`config.mk`:
```
export PLATFORM = sky130hd
export DESIGN_NAME = tmcr_pixel
export DESIGN_NICKNAME = d
export VERILOG_FILES = /design/src/design/tmcr_pkg.sv /design/src/design/tmcr_pixel.sv
export SDC_FILE = /design/constraint.sdc
export NUM_CORES = 1
export LEC_CHECK = 0
export BUFFER_PORTS_ARGS = -buffer_cell sky130_fd_sc_hd__buf_4
export CORE_ASPECT_RATIO = 0.9
export CORE_MARGIN = 4
export CORE_UTILIZATION = 47
export DETAILED_ROUTE_END_ITERATION = 10
export PLACE_DENSITY = 0.93
export SLEW_MARGIN = 10
export SYNTH_ARGS = -nofsm -noshare
export SYNTH_HDL_FRONTEND = slang
export SYNTH_SLANG_ARGS = --single-unit
```
`constraint.sdc`:
```
create_clock -name vclk -period 1.4
set_clock_uncertainty 0.05 [all_clocks]
set_input_delay 0.07 -clock vclk [all_inputs]
set_output_delay 0.07 -clock vclk [all_outputs]
set_load 0.01 [all_outputs]
```
`src/design/tmcr_pkg.sv`:
```
`timescale 1ns / 1ps
`default_nettype none
// ----------------------------------------------------------------------------
// tmcr_pkg
// Shared types, constants and the colour palette of the text mode cell
// renderer.
// ----------------------------------------------------------------------------
package tmcr_pkg;

	localparam int MAX_COLUMNS_DEF = 128;
	localparam int MAX_ROWS_DEF    = 48;
	localparam int FONT_CHARS_DEF  = 256;

	localparam int GLYPH_ROWS   = 16;
	localparam int IN_DATA_W    = 56;
	localparam int OUT_DATA_W   = 64;
	localparam int CFG_DATA_W   = 7;
	localparam int CFG_INDEX_W  = 2;

	localparam logic [7:0] SYNC_IDLE        = 8'hC0;
	localparam logic [3:0] CURSOR_FIRST_ROW = 4'd13;

	typedef enum logic [CFG_INDEX_W-1:0] {
		REG_CURSOR_ENABLE = 2'd0,
		REG_CURSOR_COL    = 2'd1,
		REG_CURSOR_ROW    = 2'd2,
		REG_CURSOR_COLOR  = 2'd3
	} cfg_index_t;

	typedef enum logic {
		REQ_RENDER = 1'b0,
		REQ_LOAD   = 1'b1
	} req_type_t;

	// Control that travels with a render transfer while the glyph row is read.
	typedef struct packed {
		logic       blank;
		logic       solid;
		logic [3:0] solid_color;
		logic       code_ok;
		logic [3:0] fg;
		logic [3:0] bg;
	} cell_ctrl_t;

	function automatic logic [7:0] palette(input logic [3:0] idx);
		logic [7:0] c;
		case (idx)
			4'd0:    c = 8'hC0;
			4'd1:    c = 8'hC2;
			4'd2:    c = 8'hC8;
			4'd3:    c = 8'hCA;
			4'd4:    c = 8'hE0;
			4'd5:    c = 8'hE2;
			4'd6:    c = 8'hE8;
			4'd7:    c = 8'hEA;
			4'd8:    c = 8'hC0;
			4'd9:    c = 8'hC3;
			4'd10:   c = 8'hCC;
			4'd11:   c = 8'hCF;
			4'd12:   c = 8'hF0;
			4'd13:   c = 8'hF3;
			4'd14:   c = 8'hFC;
			default: c = 8'hFF;
		endcase
		return c;
	endfunction

endpackage
`default_nettype wire

```
`src/design/tmcr_pixel.sv`:
```
`timescale 1ns / 1ps
`default_nettype none
// ----------------------------------------------------------------------------
// tmcr_pixel
// Expands one glyph row into eight pixel bytes through the colour palette.
// ----------------------------------------------------------------------------
module tmcr_pixel (
	input  wire tmcr_pkg::cell_ctrl_t ctrl,
	input  wire logic [7:0]           glyph,
	output logic [tmcr_pkg::OUT_DATA_W-1:0] pixels
);

	import tmcr_pkg::*;

	logic [7:0] bits;
	logic [7:0] fg_c;
	logic [7:0] bg_c;
	logic [7:0] solid_c;

	assign bits    = ctrl.code_ok ? glyph : 8'h00;
	assign fg_c    = palette(ctrl.fg);
	assign bg_c    = palette(ctrl.bg);
	assign solid_c = palette(ctrl.solid_color);

	always_comb begin
		for (int i = 0; i < 8; i++) begin
			if (ctrl.blank) begin
				pixels[8*i +: 8] = SYNC_IDLE;
			end else if (ctrl.solid) begin
				pixels[8*i +: 8] = solid_c;
			end else begin
				pixels[8*i +: 8] = bits[i] ? fg_c : bg_c;
			end
		end
	end

endmodule
`default_nettype wire

```
---- Word-level counts from Yosys, hierarchy flattened ----
Memory sizes are Yosys's and may differ from the RTL's.
Index checks and enable logic that the tools add are counted.
storage, ports and cells
  register bits after elaboration ......... 0
  memory bits (read-only) ................. 288
  output and inout port bits .............. 64
  memories ................................ 3
cells by class
  mux-type cells .......................... 25
memory list
  name              words  bits a word  read ports  clocked after Yosys merged registers in  write ports  line            RTL
  (name not given)  16     6            1           0                                        0            tmcr_pkg.sv:47  case (idx)
  (name not given)  16     6            1           0                                        0            tmcr_pkg.sv:47
  (name not given)  16     6            1           0                                        0            tmcr_pkg.sv:47
operator list
  operator          number
  2-to-1 mux 8 bit  25

---- Longest topological paths before layout ----
Gate-level depths: netlist (run 1).
  depth after elaboration ................. 4
  depth in mapped cells ................... 5
  mapped depth without buffers ............ 3

---- Worst setup path after synthesis (run 1) ----
No wires, ideal clock.
  path type ............................... in2out
  start ................................... input ctrl[13] (netlist name)
  end ..................................... output pixels[11] (netlist name)
  arrival ................................. 795 ps
  data required time ...................... 1280 ps
  path slack .............................. 485 ps
  stages .................................. 4
  cells stage by stage .................... buf_4 -> buf_2 -> a21o_1 -> nor2_1
between the ends
  word-level cells in the longest chain between the ends .. 2
ends and longest elaborated chain
  what              line              RTL
  from (decl)       tmcr_pixel.sv:8   input wire tmcr_pkg::cell_ctrl_t ctrl,
  2-to-1 mux 8 bit  tmcr_pixel.sv:29  end else if (ctrl.solid) begin
  2-to-1 mux 8 bit  tmcr_pixel.sv:27  if (ctrl.blank) begin
  to (decl)         tmcr_pixel.sv:10  output logic [tmcr_pkg::OUT_DATA_W-1:0] pixels
No other way between the ends.

---- Worst setup path after layout (run 1) ----
  start ................................... input ctrl[8] (netlist name)
  end ..................................... output pixels[24] (netlist name)
between the ends
  word-level cells in the longest chain between the ends .. 4
ends and longest elaborated chain
  what              line              RTL
  2-to-1 mux 8 bit  tmcr_pixel.sv:20  assign bits = ctrl.code_ok ? glyph : 8'h00;
  2-to-1 mux 8 bit  tmcr_pixel.sv:32  pixels[8*i +: 8] = bits[i] ? fg_c : bg_c;
  2-to-1 mux 8 bit  tmcr_pixel.sv:29
  2-to-1 mux 8 bit  tmcr_pixel.sv:27
No other way between the ends.

==> metrics.cfg, run 1 <==
[yosys]
syn_area_mm2=0.00119
syn-instance-count=202
synth_top_family_by_area=compound AO/OA/AOI/OAI gates
ys_top_cells_by_area=o31a_1 18%, a211oi_1 15%, nor2_1 15%, and3_1 13%, buf_4 11%
yosys.area.top_type=o31a_1
synth_top_area_frac=0.177
synth_compound_area_frac=0.472
yosys_warnings=0
synthMuxAreaShare=0
yosysSeqAreaShare=0
yosys.cell_count.top_type=nor2_1
synthTopCellsByCount=48 x nor2_1, 24 x a211oi_1, 24 x a21oi_1, 24 x and3_1, 24 x o31a_1
synth_cell_type_count=15
syn_area_per_cell_um2=5.87
yosys.area_share.simple=0.336
synthAdderAreaFrac=0
synth-xor-area-share=0

[timing]
setup_ws_ns=0.161
hold_viol=0
slew_viol_final=0
finalSetupViolations=0
clock.fmax_mhz=807
fin_crit_sh=0.885
fin_crit_ns=1.24
rsz0062_at_grt=false
fin_tns_setup_ns=0

[critical_path]
end_kind=output port
worstPathRequired_ns=1.28
max_stage_delay_ns=0.28
worstSetupStartpoint=ctrl[8]
cp-start-kind=input pin
crit_arrival_ns=1.12
crit_type=in -> out
crit_top_cell=buf_4
slowest_stage=buf_4
path_buf_inv=3
crit_cells=5
cp_max_fo=39
endpoint=pixels[24]
cp_cell_sequence=buf_4 > buf_4 > a21oi_1 > o31a_1 > buf_4
critPathTopFamily=buffers and inverters

[route]
vias=1680
drcViolationCount=0
wl_mm=4.27
firstDrtPassIters=4
routedWlPerCell_um=14.9
postRouteAntennaNets=0
vias_per_cell=5.87
drt-initial-drc-count=93

[power_and_ir_drop]
p_clk_frac=0
p_sw_uw=334
p_leak_nw=0.840
p_seq_frac=0
combPwrFrac=1.000
intPower_uw=257
ir_drop_mv=0.253
switching_share=0.565
power_density_mw_per_mm2=367

[placed_design]
gp_congestion=0.826
dp_slack_ns=0.195
placed_cell_area_mm2=0.00161
dp_hpwl_mm=3.16
io_buffers=71

[grt]
grt_use_total=0.241
grt_overflow=0
grt_pass1_wl_mm=6.84
grt_pass1_vias=1446
grt_max_degree=40
antenna_found_initial=0

[final_layout]
fin_nets=284
final_core_util=0.706
seqCellArea_um2=0
antenna_cells=0
post-route-cell-area_mm2=0.00161
clockBufferCount=0
syn_to_final_growth_pct=35.9
nFlopsAndLatches=0
drive_above_1_share=0.301

[floorplanning]
initial_core_util=0.520
dieArea_mm2=0.00339
rows=16
die_h_um=55.7
io_pins=87
core_mm2=0.00228
die_w_um=61.0

[run_status]
status=complete, no violations

[clocking]
post-cts-setup-buffer-count=0
post_cts_resized=0
hold_buffers=0

[hold_path]
hp-class=in -> out

[job]
cap_violations=0

per-stage QoR:
step / hold WS [ns] / std cells / power, mW
after global placement: 0.502 / 286 / 0.574
after CTS: 0.503 / 286 / 0.583
after detailed placement: 0.503 / 286 / 0.581
after global routing: 0.545 / 286 / 0.642
final: 0.501 / 286 / 0.591
after floorplan: 0.260 / 217 / 0.361
worst min-delay path, cell delays in order:
cell and delay, ns:
buf_4 0.14, a211oi_1 0.08, nor2_1 0.08, buf_4 0.12
per-layer routing:
| metal | vias to the layer above | share of wire | global-route usage |
|---|---|---|---|
| met1 | 732 | 0.39 | 0.352 |
| li1 | 822 | - | - |
| met4 | 0 | 0.0080 | 0.0372 |
| met2 | 122 | 0.45 | 0.380 |
| met5 | - | 0 | 0 |
| met3 | 4 | 0.15 | 0.0255 |
power groups by stage:
| stage | clock, mW | combinational, mW | sequential [mW] |
|---|---|---|---|
| 2_1_floorplan | 0 | 0.361 | 0 |
| 5_1_grt | 0 | 0.642 | 0 |
| 3_5_place_dp | 0 | 0.581 | 0 |
| 4_1_cts | 0 | 0.583 | 0 |
| 6_report | 0 | 0.591 | 0 |
| 3_3_place_gp | 0 | 0.574 | 0 |
kinds of logic (layout without fill, tap and decap cells):
family,Yosys count,in the layout
and+or+nand+nor,89,89
other,1,16
buffers and inverters,34,76
AOI/OAI and AO/OA,78,78
how the worst min path moves through the flow:
stage,from,to,slack (ns),cells past startpoint
2_1_floorplan,ctrl[14],pixels[0],0.26,2
3_3_place_gp,ctrl[1],pixels[59],0.50,4
3_5_place_dp,ctrl[1],pixels[43],0.50,4
4_1_cts,ctrl[1],pixels[43],0.50,4
5_1_grt,ctrl[0],pixels[25],0.55,4
6_report,ctrl[1],pixels[43],0.50,4
layout make-up:
type | count | area [um2]
inverter | 3 | 11.3
fill | 219 | 671
multi-input combinational | 183 | 1020
tap | 27 | 33.8
timing repair buffer | 73 | 548
cells in the final DEF (no fill, tap or decap):
cell type	n
inv_1	3
a21oi_2	3
buf_4	73
o31a_1	24
nand2_1	15
a21oi_1	24
a21o_1	3
a211oi_1	24
nor2_1	48
nand2_2	2
conb_1	16
and3_1	24
No activity file was read; power rests on OpenSTA's default activity.
==> run 2, diff against run 1 <==
--- a/config.mk
+++ b/config.mk
@@ -7,4 +7,5 @@
 export LEC_CHECK = 0
 export BUFFER_PORTS_ARGS = -buffer_cell sky130_fd_sc_hd__buf_4
+export CAP_MARGIN = 10
 export CORE_ASPECT_RATIO = 0.9
 export CORE_MARGIN = 4
==> constraint.sdc (replaced) <==
create_clock -name vclk -period 1.4
set_clock_uncertainty 0.05 [all_clocks]
set_input_delay 0.07 -clock vclk [all_inputs]
set_output_delay 0.07 -clock vclk [all_outputs]
set_load 0.05 [all_outputs]
==> run 2 against run 1 <==
Net effect:
- via count rose by 0.95%
- die area did not move
- utilization rose by 0.66 points
- non-clock buffer count rose by 2
- worst setup slack improved by 0.024 ns
- critical endpoint is now pixels[45]
==> metrics.cfg, run 2 (synthesized netlist as in run 1, its figures left out) <==
[final_layout]
syn_to_final_growth_pct=37.1
nFillCells=212
final_core_util=0.713
nFlopsAndLatches=0
seqCellArea_um2=0
drive_above_1_share=0.307
layout_common_cells=75 x buf_4, 48 x nor2_1
clockBufferCount=0
fin_nets=286
final_common_cell=buf_4
antenna_cells=0

[critical_path]
end_kind=output port
cp_max_fo=33
max_stage_delay_ns=0.29
crit_type=in -> out
crit_arrival_ns=1.10
cp_cell_sequence=buf_4 > nand2_1 > a211oi_1 > nor2_1 > buf_4
crit_top_cell=buf_4
worstSetupStartpoint=ctrl[8]
cp-start-kind=input pin
endpoint=pixels[45]
slowest_stage=a211oi_1
worstPathRequired_ns=1.28

[route]
vias=1696
drcViolationCount=0
routedWlPerCell_um=14.9
vias_per_cell=5.89
wl_met1_mm=1.64
met2_length_mm=2.00
highest_layer=met4
firstDrtPassIters=5
wl_mm=4.29
dr_wl_met3_um=601
drt-initial-drc-count=152
postRouteAntennaNets=0

[timing]
fin_tns_setup_ns=0
finalSetupViolations=0
whs_ns=0.585
fin_crit_sh=0.868
rsz0062_at_grt=false
clock.fmax_mhz=823
fin_crit_ns=1.22
hold_viol=0
slew_viol_final=0

[floorplanning]
rows=16
die_h_um=55.7
dieArea_mm2=0.00339
core_mm2=0.00228
io_pins=87
die_w_um=61.0
initial_core_util=0.520

[clocking]
post_cts_resized=0
post-cts-setup-buffer-count=0
hold_buffers=0

[grt]
grt_max_degree=34
grt_overflow=0
grt_use_total=0.243
antenna_found_initial=0
grt_pass1_wl_mm=6.98
grt_pass1_vias=1497

[power_and_ir_drop]
power_density_mw_per_mm2=595
p_leak_nw=0.850
fin_total_pwr_uw=968
ir_drop_mv=0.435

[placed_design]
dp_hpwl_mm=3.27
gp_congestion=0.930
io_buffers=71

[run_status]
status=complete, no violations

[hold_path]
hp-class=in -> out

[job]
cap_violations=0

-- run 2: cell types whose count changed in the layout (fill, tap and decap cells not counted), sizes merged --
cell	before	now
buf	73	75
-- run 2: final cells by class --
type	count	area [um2]	area share
Multi-Input combinational cell	183	1020	0.626
Timing Repair Buffer	75	563	0.346
Tap cell	27	33.8	0.0208
Inverter	3	11.3	0.00692
-- run 2: worst min path at each step --
stage              from          to  slack (ns)  depth (start not counted)
2_1_floorplan  ctrl[14]   pixels[0]        0.40                          2
3_3_place_gp   ctrl[14]   pixels[2]        0.58                          4
3_5_place_dp    ctrl[1]   pixels[3]        0.59                          4
4_1_cts         ctrl[1]   pixels[3]        0.59                          4
5_1_grt         ctrl[0]  pixels[57]        0.62                          4
6_report        ctrl[1]  pixels[59]        0.58                          4
-- run 2: where the power goes --
part	switching (mW)	total [mW]	internal [mW]
combinational	0.700	0.968	0.269
sequential	0	0	0
clock	0	0	0
-- run 2: routing by layer --
metal  track usage  vias up
met2         0.402      130
met5             0        -
met4        0.0341        0
met3        0.0116        8
li1              -      830
met1         0.348      728
-- run 2: critical path, delay by kind of cell --
family                 cells  cell delay, ns
buffers and inverters      2            0.44
and+or+nand+nor            2            0.29
AOI/OAI and AO/OA          1            0.29
-- run 2: stage by stage --
stage / worst slack, ns / instances / cell area (um2)
2_1_floorplan: -0.00112 / 217 / 1240
3_3_place_gp: 0.222 / 288 / 1630
3_5_place_dp: 0.195 / 288 / 1630
4_1_cts: 0.195 / 288 / 1630
5_1_grt: 0.0608 / 288 / 1630
6_report: 0.185 / 288 / 1630
==> run 3, diff against run 2 <==
CELL_PAD_IN_SITES_DETAIL_PLACEMENT = 0   (was default)
CELL_PAD_IN_SITES_GLOBAL_PLACEMENT = 1   (was default)
CORE_ASPECT_RATIO = 1.75   (was 0.9)
CORE_UTILIZATION = 29   (was 47)
==> run 3 against run 2 <==
Net effect:
- worst hold slack improved by 0.0081 ns
- via count is 4.0% lower
- first-iteration DRC count is 55% lower
- worst setup slack got worse by 0.0058 ns
- largest cell class unchanged
==> metrics.cfg, run 3 (synthesized netlist as in run 1, its figures left out) <==
[run_status]
status=complete, no violations

[final_layout]
syn_to_final_growth_pct=40.9
final_common_cell=buf_4
drive_above_1_share=0.312
final_cells=311
clockBufferCount=0
fin_nets=288
post-route-cell-area_mm2=0.00167
nFlopsAndLatches=0
seqCellArea_um2=0
layout_common_cells=76 x buf_4, 48 x nor2_1
antenna_cells=0

[timing]
slew_viol_final=0
setup_ws_ns=0.179
rsz0062_at_grt=false
clock.fmax_mhz=819
fin_crit_ns=1.22
hold_viol=0
finalSetupViolations=0
fin_crit_sh=0.872

[hold_path]
hp-class=in -> out
holdPathStages=4
hold_start=ctrl[2]

[critical_path]
cp-start-kind=input pin
critPathTopFamily=compound AO/OA/AOI/OAI gates
crit_type=in -> out
max_stage_delay_ns=0.39
cp_cell_sequence=buf_4 > a21oi_2 > o31a_1 > buf_4
crit_cells=4
slowest_stage=a21oi_2
crit_arrival_ns=1.10
crit_top_cell=buf_4
end_kind=output port
worstPathRequired_ns=1.28
path_buf_inv=2
cp_max_fo=31
worstSetupStartpoint=ctrl[13]

[placed_design]
placed_cell_area_mm2=0.00167
dp_slack_ns=0.133
dp_hpwl_mm=3.66
gp_congestion=0.808
place_inst=311
io_buffers=71

[floorplanning]
dieArea_mm2=0.00522
die_h_um=92.6
rows=30
initial_core_util=0.304
io_pins=87
core_mm2=0.00390
die_w_um=56.3

[grt]
grt_use_total=0.168
antenna_found_initial=0
grt_max_degree=42
grt_pass1_vias=1517
grt_overflow=0
grt_pass1_wl_mm=7.51

[route]
vias_per_cell=5.24
drt-initial-drc-count=69
firstDrtPassIters=6
vias=1629
postRouteAntennaNets=0
routedWlPerCell_um=15.0
drcViolationCount=0
wl_mm=4.67

[power_and_ir_drop]
p_leak_nw=0.861
power_density_mw_per_mm2=585
ir_drop_mv=0.241
fin_total_pwr_uw=978

[clocking]
hold_buffers=0
post-cts-setup-buffer-count=0

[job]
cap_violations=0

-- run 3: final cells by class --
| cell class | instances | area [um2] |
|---|---|---|
| inverter | 3 | 11.3 |
| timing repair buffer | 77 | 582 |
| tap | 48 | 60.1 |
| fill | 433 | 2230 |
| multi-input combinational | 183 | 1020 |
-- run 3: repair_timing --
item / 4_1_cts / 5_1_grt
endpoints found under the hold margin: 0 / 0
resized for setup: 0 / 1
endpoints found under the setup margin: 0 / 2
-- run 3: per-layer routing --
layer  GRT usage  share of wire  routed length [um]  vias up
met5           0              0                   0        -
met4      0.0257          0.010                  48        0
met3      0.0181          0.069                 324        4
met2       0.316           0.54                2530       72
met1       0.204           0.38                1770      722
li1            -              -                   -      831
-- run 3: metrics by stage --
stage | setup TNS, ns | utilization | hold slack [ns]
2_1_floorplan | -0.0180 | - | 0.397
6_report | 0 | 0.428 | 0.593
5_1_grt | 0 | 0.428 | 0.630
3_3_place_gp | 0 | 0.427 | 0.590
3_5_place_dp | 0 | 0.427 | 0.595
4_1_cts | 0 | 0.427 | 0.595
-- run 3: final timing paths --
path	to	slack [ns]
setup / recovery	pixels[58]	0.18
hold / removal	pixels[45]	0.59
-- run 3: where the power goes --
part | internal (mW) | switching, mW | leakage, nW
registers | 0 | 0 | 0
clock network | 0 | 0 | 0
logic | 0.274 | 0.704 | 0.861
total | 0.274 | 0.704 | 0.861
-- run 3: worst min-delay path: stages --
cell	delay (ns)
buf_4	0.14
a211oi_1	0.08
nor2_1	0.08
buf_4	0.20
